### src/rtl/hvn_pkg.sv
package hvn_pkg;

  // Geometry
  localparam int MAX_COLS = 1024;
  localparam int MAX_ROWS = 4096;
  localparam int COL_W    = $clog2(MAX_COLS);
  localparam int ROW_W    = $clog2(MAX_ROWS);
  localparam int CCFG_W   = 11;
  localparam int RCFG_W   = 13;
  localparam int GAIN_W   = 16;
  localparam int H_W      = 8;
  localparam int CFG_W    = 16;

  // Arithmetic widths
  localparam int NORMAL_FRAC_BITS = 15;
  localparam int FACE_W   = 25;
  localparam int SUM_W    = 27;
  localparam int MAG_W    = 26;
  localparam int SS_W     = 54;
  localparam int LEN_W    = SS_W / 2;
  localparam int Q_W      = NORMAL_FRAC_BITS + 1;
  localparam int NUM_W    = MAG_W + NORMAL_FRAC_BITS + 1;
  localparam int ROOT_STEPS = SS_W / 2;
  localparam int ROOT_CNT_W = $clog2(ROOT_STEPS);
  localparam int DIV_CNT_W  = $clog2(Q_W);
  localparam int XZ_W     = NORMAL_FRAC_BITS + 1;
  localparam int Y_W      = NORMAL_FRAC_BITS;
  localparam int FACE_ONE = 4096;

  typedef enum logic [1:0] {
    CFG_COLS = 2'd0,
    CFG_ROWS = 2'd1,
    CFG_GAIN = 2'd2
  } cfg_idx_t;

  typedef struct packed {
    logic signed [FACE_W-1:0] x;
    logic signed [FACE_W-1:0] z;
  } face_t;

  typedef struct packed {
    logic signed [SUM_W-1:0] x;
    logic signed [SUM_W-1:0] y;
    logic signed [SUM_W-1:0] z;
  } sum3_t;

  typedef struct packed {
    logic signed [XZ_W-1:0] x;
    logic [Y_W-1:0]         y;
    logic signed [XZ_W-1:0] z;
  } normal_t;

endpackage

### src/rtl/hvn_isqrt.sv
module hvn_isqrt import hvn_pkg::*; (
  input  logic             clk,
  input  logic             rst,
  input  logic             start,
  input  logic [SS_W-1:0]  n,
  output logic             done,
  output logic [LEN_W-1:0] root
);

  logic [SS_W-1:0]       num;
  logic [LEN_W+1:0]      rem;
  logic [ROOT_CNT_W-1:0] cnt;
  logic                  busy;
  logic [LEN_W+3:0]      shifted;
  logic [LEN_W+3:0]      trial;
  logic [LEN_W+3:0]      diff;
  logic                  ge;

  // One result bit per cycle, two radicand bits consumed each step.
  assign shifted = {rem, num[SS_W-1:SS_W-2]};
  assign trial   = {2'b00, root, 2'b01};
  assign diff    = shifted - trial;
  assign ge      = shifted >= trial;

  always_ff @(posedge clk) begin
    if (rst) begin
      busy <= 1'b0;
      done <= 1'b0;
    end else begin
      done <= 1'b0;
      if (start) begin
        busy <= 1'b1;
        num  <= n;
        rem  <= '0;
        root <= '0;
        cnt  <= ROOT_CNT_W'(ROOT_STEPS - 1);
      end else if (busy) begin
        num  <= {num[SS_W-3:0], 2'b00};
        rem  <= ge ? diff[LEN_W+1:0] : shifted[LEN_W+1:0];
        root <= {root[LEN_W-2:0], ge};
        cnt  <= cnt - ROOT_CNT_W'(1);
        if (cnt == '0) begin
          busy <= 1'b0;
          done <= 1'b1;
        end
      end
    end
  end

endmodule

### src/rtl/hvn_div.sv
module hvn_div import hvn_pkg::*; (
  input  logic             clk,
  input  logic             rst,
  input  logic             start,
  input  logic [NUM_W-1:0] num,
  input  logic [LEN_W-1:0] den,
  output logic             done,
  output logic [Q_W-1:0]   quo
);

  logic [LEN_W-1:0]     rem;
  logic [LEN_W-1:0]     dvs;
  logic [DIV_CNT_W-1:0] cnt;
  logic                 busy;
  logic [LEN_W:0]       sh;
  logic [LEN_W:0]       diff;
  logic                 ge;

  // The quotient is known to fit in Q_W bits, so the upper dividend bits
  // preload the remainder and only Q_W restoring steps are needed.
  assign sh   = {rem, quo[Q_W-1]};
  assign diff = sh - {1'b0, dvs};
  assign ge   = sh >= {1'b0, dvs};

  always_ff @(posedge clk) begin
    if (rst) begin
      busy <= 1'b0;
      done <= 1'b0;
    end else begin
      done <= 1'b0;
      if (start) begin
        busy <= 1'b1;
        rem  <= LEN_W'(num[NUM_W-1:Q_W]);
        quo  <= num[Q_W-1:0];
        dvs  <= den;
        cnt  <= DIV_CNT_W'(Q_W - 1);
      end else if (busy) begin
        rem <= ge ? diff[LEN_W-1:0] : sh[LEN_W-1:0];
        quo <= {quo[Q_W-2:0], ge};
        cnt <= cnt - DIV_CNT_W'(1);
        if (cnt == '0) begin
          busy <= 1'b0;
          done <= 1'b1;
        end
      end
    end
  end

endmodule

### src/rtl/hvn_norm.sv
module hvn_norm import hvn_pkg::*; (
  input  logic    clk,
  input  logic    rst,
  input  logic    start,
  input  sum3_t   sum,
  output logic    done,
  output normal_t res
);

  typedef enum logic [4:0] {
    N_IDLE = 5'b00001,
    N_SQ   = 5'b00010,
    N_ROOT = 5'b00100,
    N_DIV  = 5'b01000,
    N_FIN  = 5'b10000
  } nstate_t;

  localparam logic [Y_W-1:0] LIM = {Y_W{1'b1}};

  nstate_t            state;
  logic [MAG_W-1:0]   mag [3];
  logic               neg [3];
  logic [1:0]         sq_cnt;
  logic [2*MAG_W-1:0] prod;
  logic [SS_W-1:0]    acc;
  logic               root_start;
  logic               root_done;
  logic [LEN_W-1:0]   root;
  logic [LEN_W-1:0]   len;
  logic               div_start;
  logic               div_done [3];
  logic [Q_W-1:0]     quo [3];
  logic [Y_W-1:0]     sat [3];
  logic [MAG_W-1:0]   sq_sel;
  logic signed [SUM_W-1:0] comp_in [3];

  assign comp_in[0] = sum.x;
  assign comp_in[1] = sum.y;
  assign comp_in[2] = sum.z;

  always_comb begin
    case (sq_cnt)
      2'd0:    sq_sel = mag[0];
      2'd1:    sq_sel = mag[1];
      default: sq_sel = mag[2];
    endcase
  end

  hvn_isqrt u_isqrt (
    .clk   (clk),
    .rst   (rst),
    .start (root_start),
    .n     (acc),
    .done  (root_done),
    .root  (root)
  );

  for (genvar i = 0; i < 3; i++) begin : g_div
    logic [NUM_W-1:0] dnum;
    assign dnum = NUM_W'({mag[i], {NORMAL_FRAC_BITS{1'b0}}}) + NUM_W'(len >> 1);

    hvn_div u_div (
      .clk   (clk),
      .rst   (rst),
      .start (div_start),
      .num   (dnum),
      .den   (len),
      .done  (div_done[i]),
      .quo   (quo[i])
    );

    // Zero length leaves all components at zero.
    assign sat[i] = (len == '0) ? '0 :
                    (quo[i] > Q_W'(LIM)) ? LIM : quo[i][Y_W-1:0];
  end

  always_ff @(posedge clk) begin
    if (rst) begin
      state      <= N_IDLE;
      done       <= 1'b0;
      root_start <= 1'b0;
      div_start  <= 1'b0;
    end else begin
      done       <= 1'b0;
      root_start <= 1'b0;
      div_start  <= 1'b0;
      case (state)
        N_IDLE: begin
          if (start) begin
            for (int i = 0; i < 3; i++) begin
              neg[i] <= comp_in[i][SUM_W-1];
              mag[i] <= comp_in[i][SUM_W-1] ? MAG_W'(-comp_in[i]) : MAG_W'(comp_in[i]);
            end
            acc    <= '0;
            sq_cnt <= 2'd0;
            state  <= N_SQ;
          end
        end
        N_SQ: begin
          // One shared multiplier squares one component per cycle.
          if (sq_cnt != 2'd3) begin
            prod <= sq_sel * sq_sel;
          end
          if (sq_cnt != 2'd0) begin
            acc <= acc + SS_W'(prod);
          end
          sq_cnt <= sq_cnt + 2'd1;
          if (sq_cnt == 2'd3) begin
            root_start <= 1'b1;
            state      <= N_ROOT;
          end
        end
        N_ROOT: begin
          if (root_done) begin
            len       <= root;
            div_start <= 1'b1;
            state     <= N_DIV;
          end
        end
        N_DIV: begin
          if (div_done[0]) begin
            state <= N_FIN;
          end
        end
        N_FIN: begin
          res.x <= neg[0] ? -$signed({1'b0, sat[0]}) : $signed({1'b0, sat[0]});
          res.y <= sat[1];
          res.z <= neg[2] ? -$signed({1'b0, sat[2]}) : $signed({1'b0, sat[2]});
          done  <= 1'b1;
          state <= N_IDLE;
        end
        default: state <= N_IDLE;
      endcase
    end
  end

endmodule

### config.mk
export PLATFORM = sky130hd
export DESIGN_NAME = hvn_norm
export DESIGN_NICKNAME = d
export VERILOG_FILES = /design/src/rtl/hvn_pkg.sv /design/src/rtl/hvn_isqrt.sv /design/src/rtl/hvn_div.sv /design/src/rtl/hvn_norm.sv
export SDC_FILE = /design/constraint.sdc
export NUM_CORES = 2
export LEC_CHECK = 0
export BUFFER_PORTS_ARGS = -buffer_cell sky130_fd_sc_hd__buf_4
export CELL_PAD_IN_SITES_DETAIL_PLACEMENT = 0
export CELL_PAD_IN_SITES_GLOBAL_PLACEMENT = 1
export CORE_ASPECT_RATIO = 0.7
export CORE_MARGIN = 3
export CORE_UTILIZATION = 52
export CTS_CLUSTER_DIAMETER = 150
export CTS_CLUSTER_SIZE = 20
export DETAILED_ROUTE_END_ITERATION = 8
export GPL_TIMING_DRIVEN = 0
export PLACE_DENSITY_LB_ADDON = 0.05
export SYNTH_ARGS = -nofsm -noshare
export SYNTH_HDL_FRONTEND = slang
export SYNTH_SLANG_ARGS = --single-unit
### constraint.sdc
create_clock -name clk -period 9.85 [get_ports clk]
set_input_delay 0.985 -clock clk [delete_from_list [all_inputs] [get_ports clk]]
set_output_delay 0.985 -clock clk [all_outputs]
set_load 0.05 [all_outputs]
==> results.yml <==
run_status:
  run_status: "complete, no violations"
global_route:
  gr-usage-all-layers_pct: 31.5
  grt_pass1_wl_mm: 250
  vias_in_the_first_global_route: 38500
  antenna_found_initial: 4
  globalRoute.totalOverflow: 0
  grt_max_degree: 36
hold_path:
  min_from: "u_isqrt.root[18]"
  hold-path-cell-count: 0
  hold_class: "reg2reg"
  min_delay_worst_endpoint: "len[18]"
timing:
  final_min_period_over_clock_period_pct: 96.5
  slew_violations: 0
  actual_slew_at_the_worst_max_slew_pin_ps: 1360
  grt_setup_unrepaired: "no"
  timing.fmax_mhz: 105
  timing.clock.skew_ps: 18.3
  final_period_minus_worst_setup_slack_ps: 9510
  setup_viol_count_final: 0
  slew-limit-headroom_pct: 9.25
  timing.final.hold_violations: 0
route:
  routed_wirelength_mm: 166
  drt_pass1_iterations: 5
  vias: 39700
  detail_route.wl_per_cell_um: 24.1
  route.detailed.drc: 0
  via_per_inst: 5.76
  final_antenna_net_count: 0
  first_iter_violations: 3814
finish:
  most_frequent_cells_in_the_layout: "inv_1, edfxtp_1, fa_1"
  layout.cells.most_common: "inv_1"
  final_core_utilization_pct: 57.0
  num_antenna_cells: 0
  final_layout_size_suffix_gt1_share_pct: 7.28
  final-instance-count-excl-fill: 6886
  fillers: 8880
  syn2layout_area_growth_pct: 8.14
  final_net_count: 6536
logic_synthesis:
  syn_avg_cell_area_um2: 9.92
  synth-seq-area-share_pct: 31.4
  postSynthNetCount: 6348
  synth_top_flop_cell: "edfxtp_1"
  synth_enable_flop_cells: 544
  ys_seq_elements: 558
  netlist-cell-type-count: 89
  synthCells: 5337
  synth_area_mm2: 0.0529
  synth-warning-count: 0
  synth_async_sr_flop_share_pct: 0
clock_network:
  worst_setup_hold_path_clk_slew_ps: 90
  ctsHoldBuffers: 0
  cts.root.buffer_cell: "clkbuf_16"
  clock_sink_count: 558
  clkLatencyLatePin_ps: 660
  clock_tree.htree_level_count: 1
  tritoncts_clock_tree: "built"
  cts.path.max_buffers: 3
  cts_buffers: 31
floorplanning:
  fp.coreArea_mm2: 0.100
  die-height_um: 273
  core.rowCount: 97
  design.portCount: 132
  die-width_um: 387
  initial_core_util_pct: 52.7
  die_area_mm2: 0.106
worst_setup_path:
  timing.critical_path.required_ps: 10250
  reg2regPathDepth: 31
  crit_path_top_delay_cell: "fa_1"
  cpPeakStageDelay_ps: 750
  crit-reg2reg-capture: "prod[48]"
  start_kind: "flop"
  worstReg2RegStart: "sq_cnt[0]"
  r2r_slack_ps: 340
  worstPathArrival_ps: 9910
  cp_endpoint_kind: "flop"
  worst-path-max-fanout: 10
  timing_worst_setup_path_type: "reg2reg"
  cp_common_cell: "inv_1"
placement:
  place.gp.congestion: 0.976
  post-place-cells: 6826
  placement.io_buffers: 130
  hpwlAfterDp_mm: 136
job:
  number_of_violations_of_the_max_capacitance_limit: 0
metrics by stage:
step	hold slack, ps	area (um2)	setup TNS [ps]	worst slack (ps)
3_3_place_gp	433	55600	-49690	-2540
4_1_cts	433	57100	-19.3	-19.3
2_1_floorplan	426	52900	0	1150
6_report	445	57200	0	341
3_5_place_dp	432	56000	-38950	-2200
5_1_grt	442	57200	0	2.45
worst max-delay path, delay by kind of cell, from the launching register on:
kind / cells / cell delay [ps]
AND/OR/NAND/NOR: 2 / 330
AO/OA/AOI/OAI: 9 / 2070
XOR/XNOR: 1 / 170
flip-flops: 1 / 480
adder cells (fa/ha/maj): 9 / 4580
buffers and inverters: 10 / 1590
logic make-up after synthesis:
kind of cell             after synthesis  synth area share, %
adder cells (fa/ha/maj)              927                 29.4
AO/OA/AOI/OAI                       1027                 12.4
flip-flops                           558                 31.4
buffers and inverters               1064                 7.64
multiplexers                         118                 2.36
XOR/XNOR                             352                 5.82
AND/OR/NAND/NOR                     1291                 11.0
per-layer routing:
metal | share of wire [%] | up-vias | global-route usage (%)
met4 | 1.5 | 0 | 4.52
met5 | 0 | - | 0
li1 | - | 18300 | -
met2 | 37 | 1776 | 40.1
met3 | 13 | 145 | 11.4
met1 | 49 | 19400 | 51.0
cells in the mapped netlist, types with 38 or more instances:
| cell type | number | area share (%) |
|---|---|---|
| fa_1 | 530 | 20 |
| nor3_1 | 69 | 0.65 |
| nand2b_1 | 38 | 0.45 |
| edfxtp_1 | 544 | 31 |
| a21oi_1 | 314 | 3.0 |
| o31ai_1 | 42 | 0.60 |
| a211oi_1 | 44 | 0.62 |
| xor2_1 | 110 | 1.8 |
| nor2_1 | 487 | 3.5 |
| mux2i_1 | 63 | 1.2 |
| ha_1 | 397 | 9.4 |
| clkbuf_1 | 138 | 0.98 |
| a21o_1 | 137 | 1.9 |
| xnor2_1 | 242 | 4.0 |
| o21ai_0 | 207 | 2.0 |
| nand4_1 | 43 | 0.51 |
| mux2_2 | 55 | 1.2 |
| nand3_1 | 57 | 0.54 |
| nand2_1 | 399 | 2.8 |
| inv_1 | 884 | 6.3 |
registers in the layout, summed over array words and instances, names as in the netlist, 5 cells and up:
name             cells
g_div.u_div.rem     81
mag                 78
acc                 54
u_isqrt.num         54
prod                51
g_div.u_div.quo     48
res                 47
u_isqrt.rem         29
g_div.u_div.dvs     27
len                 27
u_isqrt.root        27
g_div.u_div.cnt     12
state                5
u_isqrt.cnt          5
worst max-delay path by stage:
stage / start / to / slack (ps) / cells past startpoint
floorplan: sq_cnt[0] / prod[51] / 1150 / 32
global placement: sq_cnt[0] / prod[51] / -2540 / 30
detailed placement: sq_cnt[0] / prod[51] / -2200 / 32
CTS: sq_cnt[0] / prod[49] / -20 / 33
global route: sq_cnt[0] / prod[48] / 2 / 31
finish: sq_cnt[0] / prod[48] / 340 / 31
area by class of cell:
cell class | instances | area [um2] | share of cell area, %
Timing Repair Buffer | 162 | 1370 | 2.40
Sequential cell | 558 | 16600 | 29.0
Tap cell | 1336 | 1670 | 2.92
Clock buffer | 57 | 883 | 1.54
Multi-Input combinational cell | 3715 | 32600 | 56.9
Inverter | 893 | 3370 | 5.88
Buffer | 164 | 743 | 1.30
Clock inverter | 1 | 20.0 | 0.0350
timing repair:
item / in CTS / in global routing
buffers inserted: 3 / 6
setup endpoints to repair: 30 / 13
pin swaps: 2 / 0
resized for setup: 73 / 75
Power is left out: the tool's default activity adds up to more than one toggle a clock period on the data nets, which glitch-free logic cannot reach.
